===== config.mk =====
export PLATFORM = sky130hd
export DESIGN_NAME = lsh_outq_flat
export DESIGN_NICKNAME = d
export VERILOG_FILES = /design/src/hw/rtl/lsh_pkg.sv /design/src/hw/rtl/lsh_if.sv /design/src/hw/rtl/lsh_outq.sv /design/src/flat_wrapper.sv
export SDC_FILE = /design/constraint.sdc
export NUM_CORES = 1
export LEC_CHECK = 0
export BUFFER_PORTS_ARGS = -buffer_cell sky130_fd_sc_hd__buf_2
export CAP_MARGIN = 20
export CORE_MARGIN = 1.5
export CORE_UTILIZATION = 45
export DETAILED_ROUTE_END_ITERATION = 10
export GPL_ROUTABILITY_DRIVEN = 0
export GPL_TIMING_DRIVEN = 0
export PLACE_DENSITY = 0.7
export SETUP_SLACK_MARGIN = 0.2
export SYNTH_ARGS = -nofsm -noshare
export SYNTH_HDL_FRONTEND = slang
export SYNTH_SLANG_ARGS = --single-unit

===== constraint.sdc =====
create_clock -name clk -period 2 [get_ports clk]
set_clock_uncertainty 0.15 [all_clocks]
set_input_delay 0.4 -clock clk [delete_from_list [all_inputs] [get_ports clk]]
set_output_delay 0.4 -clock clk [all_outputs]
set_load 0.01 [all_outputs]

===== src/hw/rtl/lsh_pkg.sv =====
package lsh_pkg;

	localparam int MAX_WIDTH    = 1024;
	localparam int MAX_CHANNELS = 4;

	localparam int SAMPLE_W = 8;
	localparam int CFG_W_W  = 11;
	localparam int CFG_H_W  = 12;
	localparam int CFG_C_W  = 3;
	localparam int MIN_DIM  = 3;

	// one line word covers one sample slot of a row
	localparam int LINE_DEPTH = MAX_WIDTH * MAX_CHANNELS;
	localparam int COL_W      = $clog2(LINE_DEPTH);
	localparam int ROW_W      = CFG_H_W;
	localparam int SPR_W      = $clog2(LINE_DEPTH + 1);
	localparam int LAG_W      = $clog2(LINE_DEPTH + MAX_CHANNELS + 1);
	localparam int CH_W       = $clog2(MAX_CHANNELS + 1);
	localparam int CHI_W      = (MAX_CHANNELS > 1) ? $clog2(MAX_CHANNELS) : 1;

	localparam int ACC_W = SAMPLE_W + 4;

	localparam int PADDR_W = 4;
	localparam int PDATA_W = 32;

	localparam int OQ_DEPTH = 4;
	localparam int OQ_AW    = $clog2(OQ_DEPTH);
	localparam int OQ_CW    = $clog2(OQ_DEPTH + 3);

	typedef logic [1:0] reg_idx_t;
	localparam reg_idx_t REG_FRAME_WIDTH   = 2'd0;
	localparam reg_idx_t REG_FRAME_HEIGHT  = 2'd1;
	localparam reg_idx_t REG_CHANNEL_COUNT = 2'd2;

	localparam logic CMD_SAMPLE = 1'b0;
	localparam logic CMD_DRAIN  = 1'b1;

	typedef logic [SAMPLE_W-1:0] sample_t;

	typedef struct packed {
		logic [CH_W-1:0]  chan;
		logic [CHI_W-1:0] chan_m1;
		logic [COL_W-1:0] s_m1;
		logic [COL_W-1:0] s_mc;
		logic [LAG_W-1:0] s_pc;
		logic [ROW_W-1:0] h_m1;
	} geom_t;

	typedef struct packed {
		logic emit;
		logic zero;
		logic last;
	} ctl_t;

	typedef struct packed {
		sample_t up;
		sample_t left;
		sample_t centre;
		sample_t right;
		sample_t down;
	} taps_t;

	typedef struct packed {
		sample_t newer;
		sample_t older;
	} line_word_t;

	typedef struct packed {
		sample_t value;
		logic    frame_end;
	} result_t;

endpackage


===== src/hw/rtl/lsh_if.sv =====


interface lsh_out_if;
	import lsh_pkg::*;

	logic    valid;
	logic    ready;
	sample_t value;
	logic    frame_end;

	modport source(output valid, output value, output frame_end, input ready);
	modport sink(input valid, input value, input frame_end, output ready);
endinterface


===== src/hw/rtl/lsh_outq.sv =====
module lsh_outq (
	input  logic              clk,
	input  logic              arst_n,
	input  lsh_pkg::ctl_t     ctl_s1,
	input  lsh_pkg::ctl_t     ctl_s2,
	input  lsh_pkg::taps_t    taps_s2,
	output logic              room,
	lsh_out_if.source         results
);
	import lsh_pkg::*;

	logic [ACC_W-1:0] sum;
	logic             neg, over;
	result_t          res;
	result_t          oq_q [OQ_DEPTH];
	logic [OQ_AW-1:0] wr_ptr_q, rd_ptr_q;
	logic [OQ_CW-1:0] cnt_q, pending;
	logic             push, pop;

	assign sum = (ACC_W'(taps_s2.centre) << 2) + ACC_W'(taps_s2.centre)
		- ACC_W'(taps_s2.up) - ACC_W'(taps_s2.down)
		- ACC_W'(taps_s2.left) - ACC_W'(taps_s2.right);
	assign neg  = sum[ACC_W-1];
	assign over = !neg && (sum[ACC_W-2:SAMPLE_W] != '0);

	always_comb begin
		priority if (ctl_s2.zero || neg) begin
			res.value = '0;
		end else if (over) begin
			res.value = '1;
		end else begin
			res.value = sum[SAMPLE_W-1:0];
		end
		res.frame_end = ctl_s2.last;
	end

	assign push = ctl_s2.emit;
	assign pop  = results.valid & results.ready;

	// hold back requests once queue plus results in flight would fill it
	assign pending = cnt_q + OQ_CW'(ctl_s1.emit) + OQ_CW'(ctl_s2.emit);
	assign room    = pending < OQ_CW'(OQ_DEPTH);

	always_ff @(posedge clk or negedge arst_n) begin
		if (!arst_n) begin
			wr_ptr_q <= '0;
			rd_ptr_q <= '0;
			cnt_q    <= '0;
		end else begin
			if (push) begin
				wr_ptr_q <= wr_ptr_q + OQ_AW'(1);
			end
			if (pop) begin
				rd_ptr_q <= rd_ptr_q + OQ_AW'(1);
			end
			cnt_q <= cnt_q + OQ_CW'(push) - OQ_CW'(pop);
		end
	end

	always_ff @(posedge clk) begin
		if (push) begin
			oq_q[wr_ptr_q] <= res;
		end
	end

	assign results.valid     = (cnt_q != '0);
	assign results.value     = oq_q[rd_ptr_q].value;
	assign results.frame_end = oq_q[rd_ptr_q].frame_end;

endmodule


===== src/flat_wrapper.sv =====
// flat-port wrapper written by rule: the top's interface ports become plain ports
module lsh_outq_flat import lsh_pkg::*;
  (clk, arst_n, ctl_s1, ctl_s2, taps_s2, room, results_valid, results_value, results_frame_end, results_ready);
  lsh_out_if results_i ();
  input  logic clk;
  input  logic arst_n;
  input  lsh_pkg::ctl_t ctl_s1;
  input  lsh_pkg::ctl_t ctl_s2;
  input  lsh_pkg::taps_t taps_s2;
  output logic room;
  output wire logic [$bits(results_i.valid)-1:0] results_valid;
  output wire logic [$bits(results_i.value)-1:0] results_value;
  output wire logic [$bits(results_i.frame_end)-1:0] results_frame_end;
  input wire logic [$bits(results_i.ready)-1:0] results_ready;
  assign results_valid = results_i.valid;
  assign results_value = results_i.value;
  assign results_frame_end = results_i.frame_end;
  assign results_i.ready = results_ready;
  lsh_outq u_core (.clk(clk), .arst_n(arst_n), .ctl_s1(ctl_s1), .ctl_s2(ctl_s2), .taps_s2(taps_s2), .room(room), .results(results_i));
endmodule

==> run_results.csv <==
group,metric,value,unit
status,status,"complete, but fails checks",
status,violations,"setup timing",
die,core_area,6790,sq um
die,initial_core_util,0.468,
placed_design,dp_hpwl,4.44,mm
die,die_w,87.0,um
placed_design,io_buffers,57,
global_routing,gr-total-overflow,0,
timing,min_period,3.76,ns
yosys,yosysWarnings,0,
yosys,synth_top_flop_cell,"edfxtp_1",
yosys,synth_top_area_frac,0.340,
critical_path,critPathArrivalTime,3.65,ns
yosys,avgSynthCellArea,11.9,sq um
global_routing,grt.total_usage,0.167,
pwr,switchingPower,2.36,mW
yosys,yosysMostFrequentCell,"inv_1",
placed_design,dp.cells,421,
yosys,netlist_top_cells_count,"inv_1 (60), edfxtp_1 (36), fa_1 (26)",
drt,drcViolationCount,0,
timing,finalHoldViolations,0,
final_layout,fillCellCount,540,
pwr,p_total,5.86,mW
final_layout,final_layout_size_suffix_gt1_frac,0.440,
clock_network,clkSinkCount,43,
drt,num_vias,2133,
critical_path,critPathMaxStageDelay,0.53,ns
timing,layout_setup_ws,-1.76,ns
timing,rsz0062_at_grt,"true",
yosys,syn-num-nets,366,
pwr,total_leakage_power,1.86,nW
hold_path,min_path_type,"input port to flip-flop",
critical_path,crit_buf_inv,6,
yosys,synth-edff-count,36,
yosys,yosysSeqAreaShare,0.395,
yosys,async_flop_share,0.163,
timing,tightest_slew,0.468,ns
drt,dr.first_iter.drc_count,55,
critical_path,critPathLaunchType,"input port",
critical_path,crit_type,"input port to flip-flop",
clock_network,cts_made_buffers,5,
critical_path,path_max_fanout,8,
die,dieArea,7570,sq um
clock_network,cts_htree_levels,2,
final_layout,nNetsFinal,449,
yosys,yosysTopAreaCell,"edfxtp_1",
pwr,power_frac_comb,0.666,
drt,drt-total-wl,5.87,mm
timing,slew_violations,0,
pwr,pwr_density_cell,1360,nW/um^2
run,maxCapViolCount,0,
die,die_h,87.0,um
pwr,p_clk_frac,0.090,
critical_path,critPathSlowestCell,"fa_1",
clock_network,cts_buffer_depth,2,
global_routing,grt_pass1_wl,9.69,mm
timing,period_share,1.88,
pwr,p_sw_frac,0.403,
drt,dr.pass1.iters,4,
critical_path,critPathCaptureType,"flip-flop",
yosys,ys_types,37,
pwr,peakVddDrop,552,uV
critical_path,path_delay_family,"adder cells",
critical_path,path_cells,"buf_8, inv_8, fa_1, inv_1, fa_1, inv_2, fa_1, inv_2, fa_2, nand2b_4, a21oi_4, o21a_1, o21ai_2, a211oi_4, buf_12, a21oi_4",
global_routing,grt_pass1_vias,2156,
yosys,synthTopCellsByArea,"edfxtp_1 (34%), fa_1 (16%), ha_1 (9.1%)",
drt,antenna_left,0,
pwr,seqPwrFrac,0.244,
die,rows,30,
critical_path,path_common_cell,"fa_1",
yosys,netlist_area,3180,sq um
final_layout,area_growth,35.2,%
yosys,synth-seq-cells,43,
yosys,netlist_instances,268,
critical_path,cp.required,1.88,ns
global_routing,grt_max_degree,14,
drt,wl_per_cell,13.1,um
final_layout,n_antenna_cell,0,
clock_network,cts_tree,"yes",
global_routing,antenna_found_initial,0,
clock_network,root_buffer,"clkbuf_8",
timing,finalSetupViolations,43,
die,ioPinCount,60,
timing,relSlewSlack,0.686,
timing,fmax,266,MHz
final_layout,utilization,0.632,
clock_network,clk_pin_slew,0.08,ns
final_layout,finalNonFillerCells,448,
pwr,p_int,3.50,mW
clock_network,clock_latency,0.29,ns
timing,tns,-56.99,ns
drt,routed_via_density,4.76,
==> worst paths after layout <==
path	start	endpoint	slack, ns	cells past startpoint
setup / recovery	taps_s2[1]	u_core.oq_q[0][5]	-1.76	16
hold / removal	ctl_s2[0]	u_core.oq_q[1][0]	0.18	1
setup reg to reg	u_core.cnt_q[1]	u_core.cnt_q[1]	-0.16	8
hold reg to reg	u_core.wr_ptr_q[0]	u_core.wr_ptr_q[0]	0.40	1
max in group asynchronous	arst_n	u_core.rd_ptr_q[0]	1.14	2
min in group asynchronous	arst_n	u_core.cnt_q[1]	0.36	2
==> per-stage QoR <==
stage / setup slack, ns / instance area [sq um] / hold slack, ns
after CTS: -1.80 / 4180 / 0.183
after global routing: -1.88 / 4300 / 0.183
after detailed placement: -2.50 / 3770 / 0.105
final: -1.76 / 4300 / 0.183
after global placement: -2.44 / 3770 / 0.0918
after floorplan: -2.00 / 3370 / -0.0456
==> state kept, by name (all words and copies together) (netlist names) <==
name / count
u_core.cnt_q: 3
u_core.oq_q: 36
u_core.rd_ptr_q: 2
u_core.wr_ptr_q: 2
==> cell usage in the layout, fill, tap and decap left out, types with 3 or more instances in the layout <==
master / count
o21a_1: 3
fa_1: 23
o21ai_2: 3
xnor2_1: 10
inv_1: 50
xor2_1: 8
clkbuf_8: 5
and2_1: 5
a21oi_1: 5
buf_4: 15
buf_6: 10
nor2_1: 6
fa_2: 3
ha_4: 10
nand2b_1: 4
edfxtp_1: 36
a21oi_4: 10
mux4_2: 9
dfrtp_1: 6
nand2_1: 12
ha_1: 13
inv_2: 8
buf_2: 45
o21ai_0: 3
buf_8: 4
a21oi_2: 6
==> kinds of logic after synthesis <==
group,synth area share
compound gates,0.0902
xor+xnor,0.0524
fa+ha+maj,0.254
buf+inv,0.0736
flops,0.395
mux,0.0709
simple gates,0.0630
==> power by group through the flow <==
stage | clock (mW) | combinational, mW | sequential (mW)
3_3_place_gp | 0 | 2.95 | 1.43
6_report | 0.529 | 3.90 | 1.43
3_5_place_dp | 0 | 3.03 | 1.45
5_1_grt | 0.572 | 4.28 | 1.45
4_1_cts | 0.537 | 3.69 | 1.42
2_1_floorplan | 0 | 2.39 | 1.41
==> metal layers <==
layer / wire length [um] / global-route usage / part of all wire / vias up
met5: 0 / 0 / 0 / -
met4: 35 / 0.0323 / 0.0060 / 0
met3: 144 / 0.0265 / 0.025 / 4
met2: 3280 / 0.322 / 0.56 / 32
met1: 2410 / 0.194 / 0.41 / 1040
li1: - / - / - / 1057
==> repair_timing <==
action / CTS / global route
setup buffers: 13 / 4
endpoints found under the setup margin: 45 / 45
gates resized for setup: 47 / 12
pin swaps: 31 / 5
gates cloned: 0 / 1
endpoints found under the hold margin: 7 / 0
hold buffers: 1 / 0
==> cell type report <==
type                    instances  area (sq um)  area share
plain buffers                   2          20.0     0.00466
flip-flops and latches         43          1260       0.293
inverters                      60           235      0.0548
repair buffers                 76           551       0.128
clock inverters                 2          12.5     0.00291
multi-input cells             163          2030       0.472
well taps                      96           120      0.0280
clock buffers                   6          72.6      0.0169
(Power assumes the default switching activity.)
