**config.mk**
```make
export PLATFORM = sky130hd
export DESIGN_NAME = lsh_cfg
export DESIGN_NICKNAME = d
export VERILOG_FILES = /design/src/hw/rtl/lsh_pkg.sv /design/src/hw/rtl/lsh_cfg.sv
export SDC_FILE = /design/constraint.sdc
export NUM_CORES = 1
export LEC_CHECK = 0
export ABC_AREA = 1
export ABC_CLOCK_PERIOD_IN_PS = 6400
export BUFFER_PORTS_ARGS = -buffer_cell sky130_fd_sc_hd__buf_2
export CORE_UTILIZATION = 58
export CTS_CLUSTER_SIZE = 16
export DETAILED_ROUTE_END_ITERATION = 10
export PLACE_DENSITY_LB_ADDON = 0.1
export SKIP_CTS_REPAIR_TIMING = 1
export SLEW_MARGIN = 20
export SYNTH_ARGS = -nofsm -noshare
export SYNTH_HDL_FRONTEND = slang
export SYNTH_SLANG_ARGS = --single-unit
```
**constraint.sdc**
```tcl
create_clock -name clk -period 6.4 [get_ports clk]
set_clock_uncertainty 0.05 [all_clocks]
set_input_delay 0.64 -clock clk [delete_from_list [all_inputs] [get_ports clk]]
set_output_delay 0.64 -clock clk [all_outputs]
set_load 0.05 [all_outputs]
```
**src/hw/rtl/lsh_pkg.sv**
```systemverilog
package lsh_pkg;

	localparam int MAX_WIDTH    = 1024;
	localparam int MAX_CHANNELS = 4;

	localparam int SAMPLE_W = 8;
	localparam int CFG_W_W  = 11;
	localparam int CFG_H_W  = 12;
	localparam int CFG_C_W  = 3;
	localparam int MIN_DIM  = 3;

	// one line word covers one sample slot of a row
	localparam int LINE_DEPTH = MAX_WIDTH * MAX_CHANNELS;
	localparam int COL_W      = $clog2(LINE_DEPTH);
	localparam int ROW_W      = CFG_H_W;
	localparam int SPR_W      = $clog2(LINE_DEPTH + 1);
	localparam int LAG_W      = $clog2(LINE_DEPTH + MAX_CHANNELS + 1);
	localparam int CH_W       = $clog2(MAX_CHANNELS + 1);
	localparam int CHI_W      = (MAX_CHANNELS > 1) ? $clog2(MAX_CHANNELS) : 1;

	localparam int ACC_W = SAMPLE_W + 4;

	localparam int PADDR_W = 4;
	localparam int PDATA_W = 32;

	localparam int OQ_DEPTH = 4;
	localparam int OQ_AW    = $clog2(OQ_DEPTH);
	localparam int OQ_CW    = $clog2(OQ_DEPTH + 3);

	typedef logic [1:0] reg_idx_t;
	localparam reg_idx_t REG_FRAME_WIDTH   = 2'd0;
	localparam reg_idx_t REG_FRAME_HEIGHT  = 2'd1;
	localparam reg_idx_t REG_CHANNEL_COUNT = 2'd2;

	localparam logic CMD_SAMPLE = 1'b0;
	localparam logic CMD_DRAIN  = 1'b1;

	typedef logic [SAMPLE_W-1:0] sample_t;

	typedef struct packed {
		logic [CH_W-1:0]  chan;
		logic [CHI_W-1:0] chan_m1;
		logic [COL_W-1:0] s_m1;
		logic [COL_W-1:0] s_mc;
		logic [LAG_W-1:0] s_pc;
		logic [ROW_W-1:0] h_m1;
	} geom_t;

	typedef struct packed {
		logic emit;
		logic zero;
		logic last;
	} ctl_t;

	typedef struct packed {
		sample_t up;
		sample_t left;
		sample_t centre;
		sample_t right;
		sample_t down;
	} taps_t;

	typedef struct packed {
		sample_t newer;
		sample_t older;
	} line_word_t;

	typedef struct packed {
		sample_t value;
		logic    frame_end;
	} result_t;

endpackage

```
**src/hw/rtl/lsh_cfg.sv**
```systemverilog
module lsh_cfg (
	input  logic                           clk,
	input  logic                           arst_n,
	input  logic                           psel,
	input  logic                           penable,
	input  logic                           pwrite,
	input  logic [lsh_pkg::PADDR_W-1:0]    paddr,
	input  logic [lsh_pkg::PDATA_W-1:0]    pwdata,
	output logic [lsh_pkg::PDATA_W-1:0]    prdata,
	output logic                           pready,
	output lsh_pkg::geom_t                 geom,
	output logic                           restart
);
	import lsh_pkg::*;

	localparam logic [CFG_W_W-1:0] RESET_W = CFG_W_W'(640);
	localparam logic [CFG_H_W-1:0] RESET_H = CFG_H_W'(480);
	localparam logic [CFG_C_W-1:0] RESET_C = CFG_C_W'(1);

	function automatic geom_t geom_of(logic [CFG_W_W-1:0] w, logic [CFG_H_W-1:0] h,
		logic [CFG_C_W-1:0] c);
		logic [CFG_W_W-1:0] w_eff;
		logic [CFG_H_W-1:0] h_eff;
		logic [CH_W-1:0]    c_eff;
		logic [SPR_W-1:0]   spr;
		geom_t              g;
		if (w < CFG_W_W'(MIN_DIM)) begin
			w_eff = CFG_W_W'(MIN_DIM);
		end else if (w > CFG_W_W'(MAX_WIDTH)) begin
			w_eff = CFG_W_W'(MAX_WIDTH);
		end else begin
			w_eff = w;
		end
		h_eff = (h < CFG_H_W'(MIN_DIM)) ? CFG_H_W'(MIN_DIM) : h;
		if (c == '0) begin
			c_eff = CH_W'(1);
		end else if (c > CFG_C_W'(MAX_CHANNELS)) begin
			c_eff = CH_W'(MAX_CHANNELS);
		end else begin
			c_eff = CH_W'(c);
		end
		spr       = SPR_W'(SPR_W'(w_eff) * SPR_W'(c_eff));
		g.chan    = c_eff;
		g.chan_m1 = CHI_W'(c_eff - CH_W'(1));
		g.s_m1    = COL_W'(spr - SPR_W'(1));
		g.s_mc    = COL_W'(spr - SPR_W'(c_eff));
		g.s_pc    = LAG_W'(spr) + LAG_W'(c_eff);
		g.h_m1    = h_eff - CFG_H_W'(1);
		return g;
	endfunction

	logic [CFG_W_W-1:0] width_q, width_n;
	logic [CFG_H_W-1:0] height_q, height_n;
	logic [CFG_C_W-1:0] chan_q, chan_n;
	geom_t              geom_q;
	reg_idx_t           idx;
	logic               wr;

	assign idx    = paddr[PADDR_W-1:2];
	assign wr     = psel & penable & pwrite;
	assign pready = 1'b1;

	always_comb begin
		width_n  = width_q;
		height_n = height_q;
		chan_n   = chan_q;
		restart  = 1'b0;
		if (wr) begin
			unique case (idx)
				REG_FRAME_WIDTH: begin
					width_n = pwdata[CFG_W_W-1:0];
					restart = 1'b1;
				end
				REG_FRAME_HEIGHT: begin
					height_n = pwdata[CFG_H_W-1:0];
					restart  = 1'b1;
				end
				REG_CHANNEL_COUNT: begin
					chan_n  = pwdata[CFG_C_W-1:0];
					restart = 1'b1;
				end
				default: ;
			endcase
		end
	end

	// derive from the incoming value so the next request already sees it
	always_ff @(posedge clk or negedge arst_n) begin
		if (!arst_n) begin
			width_q  <= RESET_W;
			height_q <= RESET_H;
			chan_q   <= RESET_C;
			geom_q   <= geom_of(RESET_W, RESET_H, RESET_C);
		end else begin
			width_q  <= width_n;
			height_q <= height_n;
			chan_q   <= chan_n;
			geom_q   <= geom_of(width_n, height_n, chan_n);
		end
	end

	assign geom = geom_q;

	always_comb begin
		unique case (idx)
			REG_FRAME_WIDTH:   prdata = PDATA_W'(width_q);
			REG_FRAME_HEIGHT:  prdata = PDATA_W'(height_q);
			REG_CHANNEL_COUNT: prdata = PDATA_W'(chan_q);
			default:           prdata = '0;
		endcase
	end

endmodule

```
==> out/metrics.cfg, run 1 <==
[die]
initial_utilization = 0.6100
die_h_um = 95.66
row_count = 33
die_x_um = 95.66
core_mm2 = 0.008341
fp.dieArea_mm2 = 0.009150
ios = 129

[setup_path]
worst_path_largest_cell_delay_ps = 570
crit_buf_inv = 5
endpoint_kind = register
critical_path.most_common_cell = nand2_1
r2r_cells = 19
endpoint = geom[24]$_DFF_PN0_
crit_path_start = paddr[2]
cp.required_ps = 6600
r2r-start = chan_q[2]$_DFF_PN0_
crit_fanout = 13
crit_type = in -> reg
arrival_ps = 5250
r2r_end = geom[24]$_DFF_PN0_
crit_slowest_cell = fa_1
r2r_setup_slack_ps = 1870
crit_family = simple AND/OR/NAND/NOR gates
crit_cells = 28
cp-start-kind = primary input

[placement]
pre_cts_ws_ps = 1142
dp_hpwl_mm = 8.649
place.gp.congestion = 0.9157
io_buffers = 85

[route]
viasPerCell = 5.093
totalWireLength_mm = 11.20
num_vias = 4283
firstDrtPassIters = 4
antenna_left = 0
drt_iter0_drc = 215
wire_per_inst_um = 13.31
route.detailed.drc = 0

[layout]
insertedDiodeCount = 0
syn_to_final_growth_pct = 12.44
nNetsFinal = 802
drive_above_1_share = 0.2310

[global_routing]
grt_max_degree = 79
track_usage = 0.2678
grt_overflow = 0
antenna_found_initial = 0
grt_first_pass_wirelength_mm = 18.92
grt_pass1_vias = 4063

[logic_synthesis]
yosysTopAreaCellShare = 0.2164
synth_area_mm2 = 0.005087
syn-mean-instance-area_um2 = 7.863
ys_types = 42
synthFlopType = dfrtp_1
synth_edf_count = 0
ys_seq_area_frac = 0.3920
async_reset_ff_frac = 1.000
ys_ff_latch = 78
syn_inst = 647
synth_area_leader_cell = dfrtp_1
synth_warnings = 0
synth_area_leaders = dfrtp_1, dfstp_2, nand2_1, inv_1, fa_1

[timing]
fin_crit_sh = 0.7896
tns_ps = 0
worst_slack_ps = 1346
slew_violations = 0
worstMarginPinSlew_ps = 945.3
rsz0062_at_grt = false
maxSlewHeadroom = 0.3698
period_needed_ps = 5054
fmax_mhz = 197.9
hold_viol = 0
finalSetupViolCount = 0

[cts]
cts_buffers = 9
cts_buffer_depth = 2
root_buffer = clkbuf_8
clk_pin_slew_worst_paths_ps = 80
clk_latency_ps = 350
cts_tree = done
clock-sinks = 78
htreeDepth = 3

[power]
power.density_mw_per_mm2 = 473.7
cellLeakagePower_nw = 3.134
ir_drop_mv = 0.1952

[run]
maxCapViolations = 0

[worst_hold_path]
holdCritPathClass = in -> async

[status]
status = completed

kinds of logic (layout without fill, tap and decap cells):
logic type	count (synthesis)	after routing	share of synthesized area
flops	78	78	0.3920
simple gates	311	311	0.2742
compound gates	52	52	0.06149
xor+xnor	26	26	0.04624
buf+inv	148	218	0.1331
other cells	2	21	0.001476
fa+ha+maj	30	30	0.09149
state kept, by name, indices dropped and copies added, names as in the netlist:
signal    flops
chan_q        3
geom         52
height_q     12
width_q      11
cell usage in the layout (no fill, tap or decap), types with 3 or more instances in the layout:
master	Yosys	final
nand3_2	3	3
nand2_2	9	9
o21ai_0	10	10
xnor2_1	6	6
inv_1	111	111
conb_1	2	21
fa_1	12	12
nor3_1	9	9
xor2_1	19	19
o22ai_1	7	7
o21ai_2	3	3
a21oi_1	11	11
inv_2	5	5
dfstp_2	34	34
buf_2	2	84
nand3b_1	3	3
clkbuf_8	0	9
nor2_1	59	59
o21ai_1	12	12
nor2_2	5	5
nand3_1	34	34
ha_1	18	18
nand4_1	14	14
bufinv_16	0	3
nand2_1	166	166
dfrtp_1	44	44
nand2_4	4	4
per-layer routing:
metal,GRT usage,vias up,wire [um]
met2,0.4327,122,5247
met1,0.3712,2028,5361
met5,0,-,0
li1,-,2119,-
met3,0.03190,14,463
met4,0.09204,0,124
worst min-delay path by stage:
stage,startpoint,endpoint,slack (ps),cells after the start
floorplan,arst_n,chan_q[1]$_DFF_PN0_,290,0
global placement,height_q[3]$_DFF_PN0_,height_q[3]$_DFF_PN0_,500,2
detailed placement,height_q[3]$_DFF_PN0_,height_q[3]$_DFF_PN0_,490,2
CTS,arst_n,geom[5]$_DFF_PN0_,400,1
global route,arst_n,geom[5]$_DFF_PN0_,460,1
finish,arst_n,geom[5]$_DFF_PN0_,370,1
cells in the mapped netlist, types with 3 or more instances:
master and number:
a21oi_1 11, buf_4 23, buf_6 4, dfrtp_1 44, dfstp_2 34, fa_1 12
ha_1 18, inv_1 111, inv_2 5, nand2_1 166, nand2_2 9, nand2_4 4
nand3_1 34, nand3_2 3, nand3b_1 3, nand4_1 14, nor2_1 59, nor2_2 5
nor3_1 9, o21ai_0 10, o21ai_1 12, o21ai_2 3, o22ai_1 7, xnor2_1 6
xor2_1 19
layout make-up:
cell class,instances,area [um^2]
clock buffers,11,131.4
multi-input cells,440,2487
inverters,117,441.7
clock inverters,5,106.4
repair buffers,85,427.9
flip-flops and latches,78,1994
well taps,105,131.4
fillers,722,2620
through the flow:
| step | power, mW | util | hold slack, ps | area, um^2 | instances |
|---|---|---|---|---|---|
| finish | 2.710 | 0.6859 | 367.1 | 5720 | 841 |
| global route | 2.898 | 0.6859 | 456.6 | 5720 | 841 |
| CTS | 2.719 | 0.6859 | 400.2 | 5720 | 841 |
| detailed placement | 2.267 | 0.6574 | 493.1 | 5483 | 825 |
| global placement | 2.241 | 0.6574 | 503.2 | 5483 | 825 |
| floorplan | 1.971 | - | 294.4 | 5159 | 666 |
where the power goes:
part           internal, mW  switching [mW]  total (mW)  leakage (nW)
clock                 0.261           0.186       0.447         0.114
combinational         0.349            1.15        1.50          2.14
sequential            0.719          0.0426       0.762         0.883
Note: power is estimated with default switching activity, not from simulation.
==> run 2: changes to the inputs <==
ABC_CLOCK_PERIOD_IN_PS = 4670   (was 6400)
CORE_UTILIZATION = 54   (was 58)
clock period = 4.67 ns   (was 6.4 ns; I/O delays follow)
==> out/metrics.cfg, run 2 (same netlist as run 1, synthesis figures left out) <==
[power]
power.density_mw_per_mm2 = 626.9
cellLeakagePower_nw = 3.236
ir_drop_mv = 0.2872

[cts]
htreeDepth = 3
clock-sinks = 78
cts_buffer_depth = 2
clk_pin_slew_worst_paths_ps = 80
cts_buffers = 9
clk_latency_ps = 330
root_buffer = clkbuf_8
cts_tree = done

[route]
wire_per_inst_um = 12.46
drt_iter0_drc = 152
totalWireLength_mm = 10.85
antenna_left = 0
viasPerCell = 4.970
route.detailed.drc = 0
num_vias = 4329
firstDrtPassIters = 5

[die]
die_x_um = 99.06
fp.dieArea_mm2 = 0.009813
ios = 129
row_count = 35
core_mm2 = 0.009196
die_h_um = 99.06
initial_utilization = 0.5532

[layout]
drive_above_1_share = 0.2645
fin_cells = 871
nNetsFinal = 827
insertedDiodeCount = 0
syn_to_final_growth_pct = 15.67
largest_reg_flops = 52
fin_util = 0.6399
stdcell_area_mm2 = 0.005884
mostFrequentLayoutCell = nand2_1
final_cell_mix = nand2_1, inv_1, buf_2

[timing]
slew_violations = 0
fin_crit_sh = 0.9172
finalSetupViolCount = 0
worstMarginPinSlew_ps = 903.3
period_needed_ps = 4283
fmax_mhz = 233.5
hold_viol = 0
rsz0062_at_grt = false
maxSlewHeadroom = 0.3978

[global_routing]
grt_pass1_vias = 4162
grt_first_pass_wirelength_mm = 18.78
antenna_found_initial = 0
track_usage = 0.2410
grt_overflow = 0
grt_max_degree = 79

[placement]
place.gp.congestion = 0.8895
place_area_mm2 = 0.005670
dp_cells = 855
io_buffers = 85
dp_hpwl_mm = 8.613

[setup_path]
endpoint_kind = register
cp.required_ps = 4840
crit_fanout = 7
arrival_ps = 4460
cp-start-kind = primary input
r2r_cells = 25
crit_type = in -> reg
r2r-start = width_q[8]$_DFF_PN0_
crit_path_start = paddr[3]

[run]
maxCapViolations = 0

[worst_hold_path]
holdCritPathClass = in -> async

[status]
status = completed

[run 2: final timing paths]
path	end	slack [ps]
worst max register to register	geom[23]$_DFF_PN0_	620
worst min-delay path	geom[10]$_DFF_PN0_	210
worst max-delay path	geom[23]$_DFF_PN0_	390
worst min register to register	height_q[5]$_DFF_PN1_	530
min in group clk	height_q[11]$_DFF_PN0_	380
max in group asynchronous	geom[48]$_DFF_PN0_	3780
[run 2: layout make-up]
| class | count | area, um^2 |
|---|---|---|
| clock buffers | 11 | 141.4 |
| clock inverters | 4 | 48.80 |
| fillers | 828 | 3312 |
| inverters | 117 | 441.7 |
| multi-input cells | 441 | 2511 |
| flip-flops and latches | 78 | 1994 |
| well taps | 111 | 138.9 |
| repair buffers | 109 | 608.1 |
[run 2: report_power, final]
group	total (mW)	switching [mW]	internal (mW)
Combinational	2.15	1.59	0.559
Clock	0.496	0.238	0.258
Sequential	1.04	0.0544	0.985
[run 2: metal layers]
metal	wire length, um	track usage	vias to the layer above
li1	-	-	2168
met1	5208	0.3370	2004
met2	4909	0.3846	139
met3	581	0.04043	18
met4	153	0.07579	0
met5	0	0	-
[run 2: through the flow]
stage                     total power, mW  setup WS (ps)  TNS (ps)  hold slack [ps]
after floorplan                     2.701          526.9         0            121.4
after CTS                           3.699          319.9         0            242.2
after global routing                3.953          12.01         0            294.1
final                               3.689          386.5         0            207.8
after global placement              3.167          112.0         0            503.0
after detailed placement            3.198         -17.86    -28.52            509.4
[run 2: worst max-delay path: stages]
cell     delay [ps]
buf_2           150
inv_4            90
nand2_2          90
nor2_2          220
nand2_1          90
nand2_1         120
nand4_1          80
nor3_1          160
nand2_1          80
nand2_1         110
inv_1           110
nor2_1          170
nand2_1         110
fa_1            560
inv_1            50
ha_1            350
a21oi_1         350
nor2_1           70
nor2_1          140
nand2_1          70
nand2_1          60
nand2_1          90
inv_1           160
nand2_1          90
nor3_1          210
nand2_1          90
nand2_1          60
nand2_1          50
