`config.mk`:
```
export PLATFORM = sky130hd
export DESIGN_NAME = lsh_ctrl
export DESIGN_NICKNAME = d
export VERILOG_FILES = /design/src/hw/rtl/lsh_pkg.sv /design/src/hw/rtl/lsh_ctrl.sv
export SDC_FILE = /design/constraint.sdc
export NUM_CORES = 1
export LEC_CHECK = 0
export BUFFER_PORTS_ARGS = -buffer_cell sky130_fd_sc_hd__buf_2
export CORE_UTILIZATION = 50
export DETAILED_ROUTE_END_ITERATION = 8
export GPL_ROUTABILITY_DRIVEN = 0
export PLACE_DENSITY = 0.73
export SETUP_SLACK_MARGIN = 0.2
export SLEW_MARGIN = 10
export SYNTH_ARGS = -nofsm -noshare
export SYNTH_HDL_FRONTEND = slang
export SYNTH_SLANG_ARGS = --single-unit
```
`constraint.sdc`:
```
create_clock -name clk -period 3.7 [get_ports clk]
set_input_delay 0.925 -clock clk [delete_from_list [all_inputs] [get_ports clk]]
set_output_delay 0.925 -clock clk [all_outputs]
set_load 0.01 [all_outputs]
```
`src/hw/rtl/lsh_pkg.sv`:
```
package lsh_pkg;

	localparam int MAX_WIDTH    = 1024;
	localparam int MAX_CHANNELS = 4;

	localparam int SAMPLE_W = 8;
	localparam int CFG_W_W  = 11;
	localparam int CFG_H_W  = 12;
	localparam int CFG_C_W  = 3;
	localparam int MIN_DIM  = 3;

	// one line word covers one sample slot of a row
	localparam int LINE_DEPTH = MAX_WIDTH * MAX_CHANNELS;
	localparam int COL_W      = $clog2(LINE_DEPTH);
	localparam int ROW_W      = CFG_H_W;
	localparam int SPR_W      = $clog2(LINE_DEPTH + 1);
	localparam int LAG_W      = $clog2(LINE_DEPTH + MAX_CHANNELS + 1);
	localparam int CH_W       = $clog2(MAX_CHANNELS + 1);
	localparam int CHI_W      = (MAX_CHANNELS > 1) ? $clog2(MAX_CHANNELS) : 1;

	localparam int ACC_W = SAMPLE_W + 4;

	localparam int PADDR_W = 4;
	localparam int PDATA_W = 32;

	localparam int OQ_DEPTH = 4;
	localparam int OQ_AW    = $clog2(OQ_DEPTH);
	localparam int OQ_CW    = $clog2(OQ_DEPTH + 3);

	typedef logic [1:0] reg_idx_t;
	localparam reg_idx_t REG_FRAME_WIDTH   = 2'd0;
	localparam reg_idx_t REG_FRAME_HEIGHT  = 2'd1;
	localparam reg_idx_t REG_CHANNEL_COUNT = 2'd2;

	localparam logic CMD_SAMPLE = 1'b0;
	localparam logic CMD_DRAIN  = 1'b1;

	typedef logic [SAMPLE_W-1:0] sample_t;

	typedef struct packed {
		logic [CH_W-1:0]  chan;
		logic [CHI_W-1:0] chan_m1;
		logic [COL_W-1:0] s_m1;
		logic [COL_W-1:0] s_mc;
		logic [LAG_W-1:0] s_pc;
		logic [ROW_W-1:0] h_m1;
	} geom_t;

	typedef struct packed {
		logic emit;
		logic zero;
		logic last;
	} ctl_t;

	typedef struct packed {
		sample_t up;
		sample_t left;
		sample_t centre;
		sample_t right;
		sample_t down;
	} taps_t;

	typedef struct packed {
		sample_t newer;
		sample_t older;
	} line_word_t;

	typedef struct packed {
		sample_t value;
		logic    frame_end;
	} result_t;

endpackage

```
`src/hw/rtl/lsh_ctrl.sv`:
```
module lsh_ctrl (
	input  logic                       clk,
	input  logic                       arst_n,
	input  logic                       acc,
	input  logic                       cmd,
	input  lsh_pkg::geom_t             geom,
	input  logic                       restart,
	output logic [lsh_pkg::COL_W-1:0]  col,
	output lsh_pkg::ctl_t              ctl_s1,
	output lsh_pkg::ctl_t              ctl_s2
);
	import lsh_pkg::*;

	logic [ROW_W-1:0] in_row_q, out_row_q;
	logic [COL_W-1:0] in_col_q, out_col_q;
	logic [LAG_W-1:0] lag_q;
	logic             is_smp, behind, emit, zero, last;
	ctl_t             ctl_s1_q, ctl_s2_q;

	assign is_smp = (cmd == CMD_SAMPLE);

	// output still in the previous frame while input already wrapped
	assign behind = (out_row_q > in_row_q) ||
		((out_row_q == in_row_q) && (out_col_q > in_col_q));
	assign emit = behind || (is_smp && (lag_q >= geom.s_pc));
	assign zero = behind || (out_row_q == '0) || (out_row_q == geom.h_m1) ||
		(out_col_q < COL_W'(geom.chan)) || (out_col_q >= geom.s_mc);
	assign last = (out_row_q == geom.h_m1) && (out_col_q == geom.s_m1);

	always_ff @(posedge clk or negedge arst_n) begin
		if (!arst_n) begin
			in_row_q  <= '0;
			in_col_q  <= '0;
			out_row_q <= '0;
			out_col_q <= '0;
			lag_q     <= '0;
		end else if (restart) begin
			in_row_q  <= '0;
			in_col_q  <= '0;
			out_row_q <= '0;
			out_col_q <= '0;
			lag_q     <= '0;
		end else if (acc) begin
			if (is_smp) begin
				if (in_col_q == geom.s_m1) begin
					in_col_q <= '0;
					in_row_q <= (in_row_q == geom.h_m1) ? '0 : in_row_q + ROW_W'(1);
				end else begin
					in_col_q <= in_col_q + COL_W'(1);
				end
			end
			if (emit) begin
				if (out_col_q == geom.s_m1) begin
					out_col_q <= '0;
					out_row_q <= (out_row_q == geom.h_m1) ? '0 : out_row_q + ROW_W'(1);
				end else begin
					out_col_q <= out_col_q + COL_W'(1);
				end
			end
			lag_q <= lag_q + LAG_W'(is_smp) - LAG_W'(emit);
		end
	end

	always_ff @(posedge clk or negedge arst_n) begin
		if (!arst_n) begin
			ctl_s1_q <= '0;
			ctl_s2_q <= '0;
		end else begin
			ctl_s1_q.emit <= acc & emit;
			ctl_s1_q.zero <= zero;
			ctl_s1_q.last <= last;
			ctl_s2_q      <= ctl_s1_q;
		end
	end

	assign col    = in_col_q;
	assign ctl_s1 = ctl_s1_q;
	assign ctl_s2 = ctl_s2_q;

endmodule

```
==> results of run 1 <==
-- cell families (layout without fill, tap and decap cells) --
logic type,count (synthesis),in the layout
flops,67,67
xor+xnor,54,54
fa+ha+maj,69,69
compound gates,177,177
buf+inv,110,255
mux,7,7
simple gates,237,237
-- final cells by class --
cell class	count	area, um2
Multi-Input combinational cell	544	4084
Fill cell	967	4043
Sequential cell	67	1677
Timing Repair Buffer	159	1028
Inverter	82	320.3
Clock buffer	11	242.7
Tap cell	143	178.9
Clock inverter	3	40.04
-- cell usage in the layout, fill, tap and decap left out, types with 5 or more instances in the layout --
cell	count
buf_2	74
nand2b_1	12
nand3_1	35
a211oi_1	13
a21o_1	15
clkbuf_16	9
nor2b_1	8
o21ai_2	5
and3_1	15
xnor2_1	41
inv_1	71
a22oi_1	7
a31oi_1	9
a21oi_2	6
o22ai_1	10
o32ai_2	5
nand4_1	20
ha_4	9
xor2_1	13
nor4_1	10
inv_2	7
buf_4	82
o32ai_1	5
a21oi_1	26
mux2i_1	6
dfrtp_1	67
or3_1	8
ha_1	59
nor2_1	40
nor3_1	20
o31ai_1	9
nand2_1	39
o21ai_0	32
-- report_power, final --
group	switching [uW]	internal (uW)
sequential	76.5	798
combinational	769	680
clock	318	530
total	1160	2010
-- how the worst max path moves through the flow --
stage	from	to	slack (ps)	cells past startpoint
6_report	out_row_q[11]$_DFFE_PN0P_	lag_q[10]$_DFFE_PN0P_	-60	16
5_1_grt	in_row_q[9]$_DFFE_PN0P_	lag_q[10]$_DFFE_PN0P_	-210	18
4_1_cts	out_row_q[1]$_DFFE_PN0P_	lag_q[10]$_DFFE_PN0P_	-50	17
3_5_place_dp	geom[20]	lag_q[10]$_DFFE_PN0P_	-470	19
3_3_place_gp	geom[22]	lag_q[10]$_DFFE_PN0P_	-390	19
2_1_floorplan	geom[20]	lag_q[10]$_DFFE_PN0P_	-70	18
-- stage by stage --
step | TNS, ps | hold WS (ps)
after floorplan | -65.41 | 416.0
after global placement | -1594 | 353.9
after detailed placement | -2122 | 364.9
after CTS | -71.64 | 376.6
after global routing | -664.0 | 389.7
final | -61.30 | 378.4
-- state kept, by name, summed over array words and instances (netlist names) --
register   flops
ctl_s2         3
col           12
ctl_s1         3
lag_q         13
out_row_q     12
out_col_q     12
in_row_q      12
-- routing by layer --
metal	up-vias	wire length [um]	global-route usage, %
met1	2934	7370	37.06
li1	2903	-	-
met5	-	0	0
met2	259	8680	49.48
met3	45	1124	3.888
met4	0	522	12.98
-- worst reg2reg max path, stage by stage (launching register included) --
cell      delay, ps
dfrtp_1         430
ha_4            290
nand4_1         160
or2_1           300
or4_4           490
and3_4          170
mux2_4          210
ha_4            130
inv_2            40
fa_2            380
nor2b_4         140
o21ai_2          70
a21oi_2         150
o211ai_1        160
a21oi_2         200
mux2i_1         200
o311ai_1        110
-- timing repair --
item / in CTS / in global routing
hold buffers: 0 / 0
setup endpoints to repair: 8 / 9
gates resized for setup: 12 / 12
pin swaps: 22 / 10
setup buffers: 4 / 4
==> metrics.cfg, run 1 <==
[status]
status = complete, but fails checks
failed_checks = DRC, setup timing

[timing]
period_share_pct = 101.7
post-route-min-period_ps = 3761
fin_ws_ps = -61.30
fmax_mhz = 265.9
relSlewSlack_pct = 35.90
rsz0062_at_grt = true
finalSetupViolCount = 1
worst_pin_slew_ps = 961.5
clock-skew-final_ps = 4.788
maxSlewViolCount = 0
final_hold_viol_count = 0

[clock_network]
cts_buffers = 9
htree_levels = 3
clock_latency_ps = 340
clkSlewWorstSetupHoldPaths_ps = 50
cts_root_buf = clkbuf_16
cts_tree = done
clock_sinks = 67
cts_max_path_buffers = 2

[min_path]
hold_path_class = register to register
hold_depth = 0
worstHoldEndpoint = ctl_s2[2]$_DFF_PN0_
min-delay-start = ctl_s1[2]$_DFF_PN0_

[yosys]
ys_seq_area_share_pct = 27.63
yosys.area_share.simple_pct = 20.85
syn_avg_cell_area_um2 = 8.415
synth_seq_cells = 67
synthTopCellsByArea = dfrtp_1 (28%), ha_1 (14%), xnor2_1 (5.9%), inv_1 (4.9%), o21ai_0 (3.1%)
syn-cell-area_um2 = 6067
ys_types = 72
synth_compound_gate_area_share_pct = 19.96
ys.flop_type = dfrtp_1
syn_inst = 721
synth.most_common_cell = inv_1
synth_edf_count = 0
syn_nets = 849
synth-xor-area-share_pct = 7.795
synthTopCellsByCount = inv_1 (80), ha_1 (68), dfrtp_1 (67)
yosys.area.top_type_share_pct = 27.63
synth_fa_ha_area_share_pct = 14.35
yosys_warnings = 0
muxShareOfSynthArea_pct = 1.176
yosysTopAreaCell = dfrtp_1
synth_top_family_by_area = simple AND/OR/NAND/NOR gates
synth-async-reset-ratio_pct = 100.0

[critical_path]
cp-end-kind = register
cp-start-kind = register
worst-path-buf-inv = 1
slowest_stage = or4_4
r2r_cells = 16
required_ps = 3890
reg2reg_from = out_row_q[11]$_DFFE_PN0P_
crit_fanout = 3
critPathTopFamily = simple AND/OR/NAND/NOR gates
reg2reg_to = lag_q[10]$_DFFE_PN0P_
critPathKind = register to register
r2r_slack_ps = -60
path_cells = ha_4, nand4_1, or2_1, or4_4, and3_4, mux2_4, ha_4, inv_2, fa_2, nor2b_4, o21ai_2, a21oi_2, o211ai_1, a21oi_2, mux2i_1, o311ai_1
cp.arrival_ps = 3950
worst_path_largest_cell_delay_ps = 490

[power]
p_leak_uw = 0.003522
powerDensity_nw_per_um2 = 419.0
p_total_uw = 3172
vdd_ir_drop_max_uv = 283.6

[die]
core_um2 = 11610
die_area_um2 = 12580
rows = 39
initial_core_util_pct = 52.24
dieWidth_um = 112.2
die_y_um = 112.2
ios = 77

[layout]
fin_nets = 991
finalInstanceArea_um2 = 7571
post-route-util_pct = 65.19
fin_cells = 1009
areaGrowthSynthToFinish_pct = 24.79
drive_gt1_share_pct = 25.87
antenna_cells = 0

[detailed_routing]
wirelength_um = 17700
drtIter0Drc = 538
wl_per_cell_um = 17.54
routed_via_density = 6.086
vias = 6141
final_antenna_net_count = 0
remaining_drc_errors = 2
drt-pass1-iter-count = 7

[place]
port_buffers = 74
placed_cells = 987
place_area_um2 = 7126
hpwlAfterDp_um = 13140
dp_slack_ps = -468.7

[global_routing]
grt_overflow = 0
grt_max_degree = 38
grt_pass1_wl_um = 29110
antenna_found_initial = 0
grt_usage_pct = 29.12
grt_pass1_vias = 6088

[run]
max_cap_violations = 0

(Power assumes the default switching activity.)
==> inputs of run 2 (changes only) <==
- CTS_CLUSTER_DIAMETER: unset -> 200
- GPL_TIMING_DRIVEN: unset -> 0
==> run 2 against run 1 <==
The run still ends with DRC, setup timing left. Non-clock buffer count is 13 lower. Wire length is 8.4% higher. Sequential cell count stayed put. Register-to-register slack worse by 70 ps. Utilization is 1.2 points higher. Critical path depth stayed put. Critical path type unchanged. Critical endpoint unchanged. Largest cell class unchanged.
==> metrics.cfg, run 2 (synthesized netlist as in run 1, its figures left out) <==
[detailed_routing]
wl_per_cell_um = 19.23  ; was 17.54 um
routed_via_density = 6.348  ; was 6.086
remaining_drc_errors = 2  ; unchanged
vias = 6335  ; was 6141
final_antenna_net_count = 0  ; unchanged
drt-pass1-iter-count = 8  ; was 7
drtIter0Drc = 653  ; was 538
wirelength_um = 19190  ; was 17700 um

[clock_network]
htree_levels = 3  ; unchanged
clock_sinks = 67  ; unchanged
cts_root_buf = clkbuf_16  ; unchanged
cts_tree = done  ; unchanged
clock_latency_ps = 340  ; about the same
cts_max_path_buffers = 2  ; unchanged
cts_buffers = 9  ; unchanged
clkSlewWorstSetupHoldPaths_ps = 60  ; was 50 ps
cts_hold_buf = 0  ; unchanged

[timing]
fin_ws_ps = -131.5  ; was -61.30 ps
holdWs_ps = 371.1  ; was 378.4 ps
clock-skew-final_ps = 7.983  ; was 4.788 ps
worst_pin_slew_ps = 771.0  ; was 961.5 ps
fmax_mhz = 261.0  ; was 265.9 MHz
finalSetupViolCount = 5  ; was 1
period_share_pct = 103.6  ; was 101.7%
relSlewSlack_pct = 48.12  ; was 35.90%
post-route-min-period_ps = 3832  ; was 3761 ps
final_hold_viol_count = 0  ; unchanged
rsz0062_at_grt = true  ; unchanged
maxSlewViolCount = 0  ; unchanged

[power]
p_leak_uw = 0.003431  ; was 0.003522 uW
p_sw_uw = 1267  ; was 1164 uW
seq_power_share_pct = 26.2  ; was 27.6%
combPwrFrac_pct = 45.7  ; about the same
clkPwrFrac_pct = 28.1  ; was 26.7%
vdd_ir_drop_max_uv = 188.4  ; was 283.6 uV
switching_share_pct = 37.23  ; was 36.70%
intPower_uw = 2136  ; was 2008 uW
powerDensity_nw_per_um2 = 441.3  ; was 419.0 nW/um2

[critical_path]
cp.arrival_ps = 4040  ; was 3950 ps
cp-start-kind = register  ; unchanged
path_cells = ha_4, and3_4, nand4_1, or4_4, and3_4, mux2_4, ha_4, inv_2, fa_2, nor2b_2, o21ai_2, a21oi_2, o211ai_1, a21oi_2, mux2i_1, o311ai_2  ; was ha_4, nand4_1, or2_1, or4_4, and3_4, mux2_4, ha_4, inv_2, fa_2, nor2b_4, o21ai_2, a21oi_2, o211ai_1, a21oi_2, mux2i_1, o311ai_1
slowest_stage = or4_4  ; unchanged
critPathKind = register to register  ; unchanged
crit_fanout = 3  ; unchanged
worst_path_largest_cell_delay_ps = 580  ; was 490 ps
cp-end-kind = register  ; unchanged
required_ps = 3900  ; was 3890 ps

[layout]
largest_reg_flops = 13  ; unchanged
fin_nets = 978  ; was 991
layout_commonest_cell = buf_2  ; was buf_4
top_register = lag_q  ; unchanged
most-common-layout-cells = buf_2 (75), inv_1 (67), ha_1 (52)  ; was buf_4 (82), buf_2 (74), inv_1 (71)
antenna_cells = 0  ; unchanged
areaGrowthSynthToFinish_pct = 27.12  ; was 24.79%
fillCellCount = 895  ; was 967
post-route-util_pct = 66.41  ; was 65.19%
fin_cells = 998  ; was 1009
drive_gt1_share_pct = 28.42  ; was 25.87%
finalInstanceArea_um2 = 7712  ; was 7571 um2

[status]
failed_checks = DRC, setup timing  ; unchanged
status = complete, but fails checks  ; unchanged

[die]
initial_core_util_pct = 52.24  ; unchanged
dieWidth_um = 112.2  ; unchanged
die_area_um2 = 12580  ; unchanged
die_y_um = 112.2  ; unchanged
ios = 77  ; unchanged
core_um2 = 11610  ; unchanged
rows = 39  ; unchanged

[place]
place_area_um2 = 6751  ; was 7126 um2
dp_slack_ps = -612.5  ; was -468.7 ps
port_buffers = 73  ; was 74
placed_cells = 938  ; was 987
hpwlAfterDp_um = 12860  ; was 13140 um

[global_routing]
grt_max_degree = 62  ; was 38
grt_overflow = 0  ; unchanged
grt_pass1_vias = 6269  ; was 6088
grt_usage_pct = 31.18  ; was 29.12%
grt_pass1_wl_um = 31130  ; was 29110 um
antenna_found_initial = 0  ; unchanged

[run]
max_cap_violations = 0  ; unchanged

[min_path]
hold_path_class = register to register  ; unchanged

run 2: cell types whose count changed in the layout (fill, tap and decap cells not counted), moves of 4 or more:
cell      change
dfrtp_2      +21
ha_4          +7
clkbuf_1     +10
ha_1          -7
buf_6         +5
inv_1         -4
buf_4        -38
dfrtp_1      -21
run 2: final timing paths:
check | from | endpoint | slack [ps] | cells after the start
setup / recovery | out_col_q[9]$_DFFE_PN0P_ | lag_q[10]$_DFFE_PN0P_ | -130 | 16
hold / removal | ctl_s1[2]$_DFF_PN0_ | ctl_s2[2]$_DFF_PN0_ | 370 | 0
setup reg to reg | out_col_q[9]$_DFFE_PN0P_ | lag_q[10]$_DFFE_PN0P_ | -130 | 16
hold reg to reg | ctl_s1[2]$_DFF_PN0_ | ctl_s2[2]$_DFF_PN0_ | 370 | 0
max in group asynchronous | arst_n | col[4]$_DFFE_PN0P_ | 2720 | 2
min in group asynchronous | arst_n | col[5]$_DFFE_PN0P_ | 400 | 1
run 2: worst max-delay path: cells and delay by family, from the launching register on:
family	cells	cell delay (ps)
AOI/OAI and AO/OA	5	710
buffers and inverters	1	30
and+or+nand+nor	5	1280
adders and majority gates	3	740
DFF	1	450
muxes	2	470
run 2: metal layers:
layer  track usage [%]  part of all wire, %
met1             38.25                   39
met2             52.17                   48
met3             4.212                  7.6
met4             19.20                  4.7
met5                 0                    0
run 2: final cells by class:
| cell class | count | area [um2] | share of cell area (%) |
|---|---|---|---|
| Timing Repair Buffer | 118 | 737.0 | 9.555 |
| Tap cell | 143 | 178.9 | 2.320 |
| Clock inverter | 7 | 101.3 | 1.314 |
| Inverter | 82 | 327.8 | 4.250 |
| Sequential cell | 67 | 1703 | 22.08 |
| Buffer | 28 | 209.0 | 2.709 |
| Clock buffer | 9 | 225.2 | 2.920 |
| Multi-Input combinational cell | 544 | 4230 | 54.85 |
run 2: power groups by stage:
stage	Combinational (uW)	Sequential (uW)	Clock [uW]
2_1_floorplan	916	880	0
3_3_place_gp	1150	898	0
3_5_place_dp	1210	904	0
4_1_cts	1410	891	964
5_1_grt	1690	903	993
6_report	1550	893	956
run 2: metrics by stage:
step	power, uW	TNS [ps]
finish	3404	-243.1
global route	3583	-1209
CTS	3266	-101.6
detailed placement	2118	-2763
global placement	2051	-2421
floorplan	1796	-65.41
run 2: what timing repair did:
item | 4_1_cts | 5_1_grt
pin swaps | 30 | 10
gates resized for setup | 63 | 14
setup endpoints to repair | 10 | 9
buffers inserted | 42 | 2
==> inputs of run 3 (changes only) <==
- BUFFER_PORTS_ARGS: -buffer_cell sky130_fd_sc_hd__buf_2 -> -buffer_cell sky130_fd_sc_hd__buf_4
- RECOVER_POWER: unset -> 25
==> run 3 against run 2 <==
The flow finishes with violations (DRC, capacitance limit, slew limit, setup timing). Hold slack improved by 11 ps. Total power decreased by 0.70%. Global-route usage shrank 1.1 points. Sequential cell count is the same. Fmax fell by 1.0%. Final cell count fell by 1.4%. Clock skew is 1.3 ps higher. Critical endpoint unchanged.
==> metrics.cfg, run 3 (synthesized netlist as in run 1, its figures left out) <==
[global_routing]
antenna_found_initial = 0  ; unchanged
grt_overflow = 0  ; unchanged
grt_pass1_vias = 6101  ; was 6269
grt_pass1_wl_um = 30080  ; was 31130 um
grt_usage_pct = 30.09  ; was 31.18%
grt_max_degree = 68  ; was 62

[timing]
maxSlewViolCount = 68  ; was 0
final_hold_viol_count = 0  ; unchanged
rsz0062_at_grt = true  ; unchanged
finalSetupTns_ps = -373.0  ; was -243.1 ps
clock-skew-final_ps = 9.261  ; was 7.983 ps
finalSetupViolCount = 4  ; was 5
worst_pin_slew_ps = 1839  ; was 771.0 ps
relSlewSlack_pct = -22.59  ; was 48.12%
post-route-min-period_ps = 3871  ; was 3832 ps
period_share_pct = 104.6  ; was 103.6%
holdWs_ps = 382.2  ; was 371.1 ps
fmax_mhz = 258.3  ; was 261.0 MHz
fin_ws_ps = -170.8  ; was -131.5 ps

[critical_path]
required_ps = 3900  ; about the same
cp.arrival_ps = 4070  ; was 4040 ps
reg2reg_to = lag_q[10]$_DFFE_PN0P_  ; unchanged
r2r_slack_ps = -170  ; was -130 ps
critPathKind = register to register  ; unchanged
cp-start-kind = register  ; unchanged
r2r_cells = 16  ; unchanged
endpoint = lag_q[10]$_DFFE_PN0P_  ; unchanged
cp-startpoint = out_col_q[9]$_DFFE_PN0P_  ; unchanged
cp-end-kind = register  ; unchanged
crit_fanout = 7  ; was 3
reg2reg_from = out_col_q[9]$_DFFE_PN0P_  ; unchanged

[power]
p_leak_uw = 0.003405  ; was 0.003431 uW
vdd_ir_drop_max_uv = 298.4  ; was 188.4 uV
p_total_uw = 3380  ; was 3404 uW
powerDensity_nw_per_um2 = 439.8  ; was 441.3 nW/um2

[clock_network]
clock_sinks = 67  ; unchanged
cts_max_path_buffers = 2  ; unchanged
clkSlewWorstSetupHoldPaths_ps = 60  ; about the same
htree_levels = 3  ; unchanged
cts_root_buf = clkbuf_16  ; unchanged
cts_tree = done  ; unchanged
cts_buffers = 9  ; unchanged
cts_hold_buf = 0  ; unchanged
clock_latency_ps = 340  ; about the same

[layout]
fin_cells = 984  ; was 998
layout_commonest_cell = buf_4  ; was buf_2
most-common-layout-cells = buf_4 (105), inv_1 (71), ha_1 (56)  ; was buf_2 (75), inv_1 (67), ha_1 (52)
largest_reg_flops = 13  ; unchanged
fin_nets = 964  ; was 978
antenna_cells = 0  ; unchanged
fillCellCount = 953  ; was 895
top_register = lag_q  ; unchanged
areaGrowthSynthToFinish_pct = 26.64  ; was 27.12%
drive_gt1_share_pct = 24.97  ; was 28.42%

[detailed_routing]
remaining_drc_errors = 2  ; unchanged
routed_via_density = 6.265  ; was 6.348
wl_per_cell_um = 19.03  ; was 19.23 um
wirelength_um = 18730  ; was 19190 um
drtIter0Drc = 756  ; was 653
vias = 6165  ; was 6335
final_antenna_net_count = 0  ; unchanged
drt-pass1-iter-count = 7  ; was 8

[die]
die_y_um = 112.2  ; unchanged
rows = 39  ; unchanged
ios = 77  ; unchanged
dieWidth_um = 112.2  ; unchanged
initial_core_util_pct = 52.24  ; unchanged
core_um2 = 11610  ; unchanged
die_area_um2 = 12580  ; unchanged

[place]
placed_cells = 937  ; was 938
port_buffers = 73  ; unchanged
hpwlAfterDp_um = 13100  ; was 12860 um

[status]
status = complete, but fails checks  ; unchanged
failed_checks = DRC, capacitance limit, slew limit, setup timing  ; was DRC, setup timing

[run]
max_cap_violations = 1  ; was 0

[min_path]
hold_path_class = register to register  ; unchanged

run 3: cell count changes in the layout (fill, tap and decap cells not counted), sizes merged:
cell      change
clkinv        -1
clkbuf        +1
clkinvlp      -1
buf          -14
bufinv        +1
run 3: repair_timing:
item | 4_1_cts | 5_1_grt
setup buffers | 22 | 9
pin swaps | 16 | 17
endpoints found under the setup margin | 10 | 11
gates resized for setup | 27 | 28
endpoints found under the hold margin | 0 | 0
run 3: worst min path at each step:
| stage | depth (start not counted) | start | end | slack (ps) |
|---|---|---|---|---|
| 2_1_floorplan | 0 | ctl_s1[0]$_DFF_PN0_ | ctl_s2[0]$_DFF_PN0_ | 420 |
| 3_3_place_gp | 0 | ctl_s1[0]$_DFF_PN0_ | ctl_s2[0]$_DFF_PN0_ | 360 |
| 3_5_place_dp | 0 | ctl_s1[2]$_DFF_PN0_ | ctl_s2[2]$_DFF_PN0_ | 370 |
| 4_1_cts | 0 | ctl_s1[0]$_DFF_PN0_ | ctl_s2[0]$_DFF_PN0_ | 390 |
| 5_1_grt | 0 | ctl_s1[2]$_DFF_PN0_ | ctl_s2[2]$_DFF_PN0_ | 400 |
| 6_report | 0 | ctl_s1[0]$_DFF_PN0_ | ctl_s2[0]$_DFF_PN0_ | 380 |
run 3: area by class of cell:
type,count,area [um2],area share (%)
multi-input combinational,544,4145,53.95
sequential,67,1699,22.11
timing repair buffer,104,782.0,10.18
inverter,82,322.8,4.201
clock buffer,10,239.0,3.110
buffer,28,205.2,2.671
tap,143,178.9,2.329
clock inverter,6,111.4,1.449
run 3: stage by stage:
stage               util (%)  setup slack, ps  area, um2
floorplan                  -           -65.41       6177
global placement       59.45           -626.6       6904
detailed placement     59.45           -616.3       6904
CTS                    64.74           -152.5       7518
global route           66.16           -317.9       7684
finish                 66.16           -170.8       7684
run 3: where the power goes:
| group | total, uW | switching [uW] | leakage [uW] | internal [uW] |
|---|---|---|---|---|
| logic | 1450 | 750 | 0.00236 | 697 |
| registers | 893 | 93.9 | 0.000879 | 799 |
| clock network | 1040 | 362 | 0.000169 | 679 |
run 3: layer usage:
| metal | routed length, um | GRT usage, % |
|---|---|---|
| met1 | 7494 | 38.00 |
| met2 | 9337 | 52.01 |
| met3 | 1418 | 4.590 |
| met4 | 478 | 11.38 |
| met5 | 0 | 0 |
run 3: critical path, cell delays in order (launching register included):
cell and delay [ps]:
dfrtp_1 520, ha_1 340, and3_1 200, nand4_1 200, or4_4 470, and3_4 210
mux2_4 210, ha_4 130, inv_2 40, fa_2 380, nor2b_4 130, o21ai_2 70
a21oi_2 170, o211ai_1 140, a21oi_2 200, mux2i_1 210, o311ai_1 110
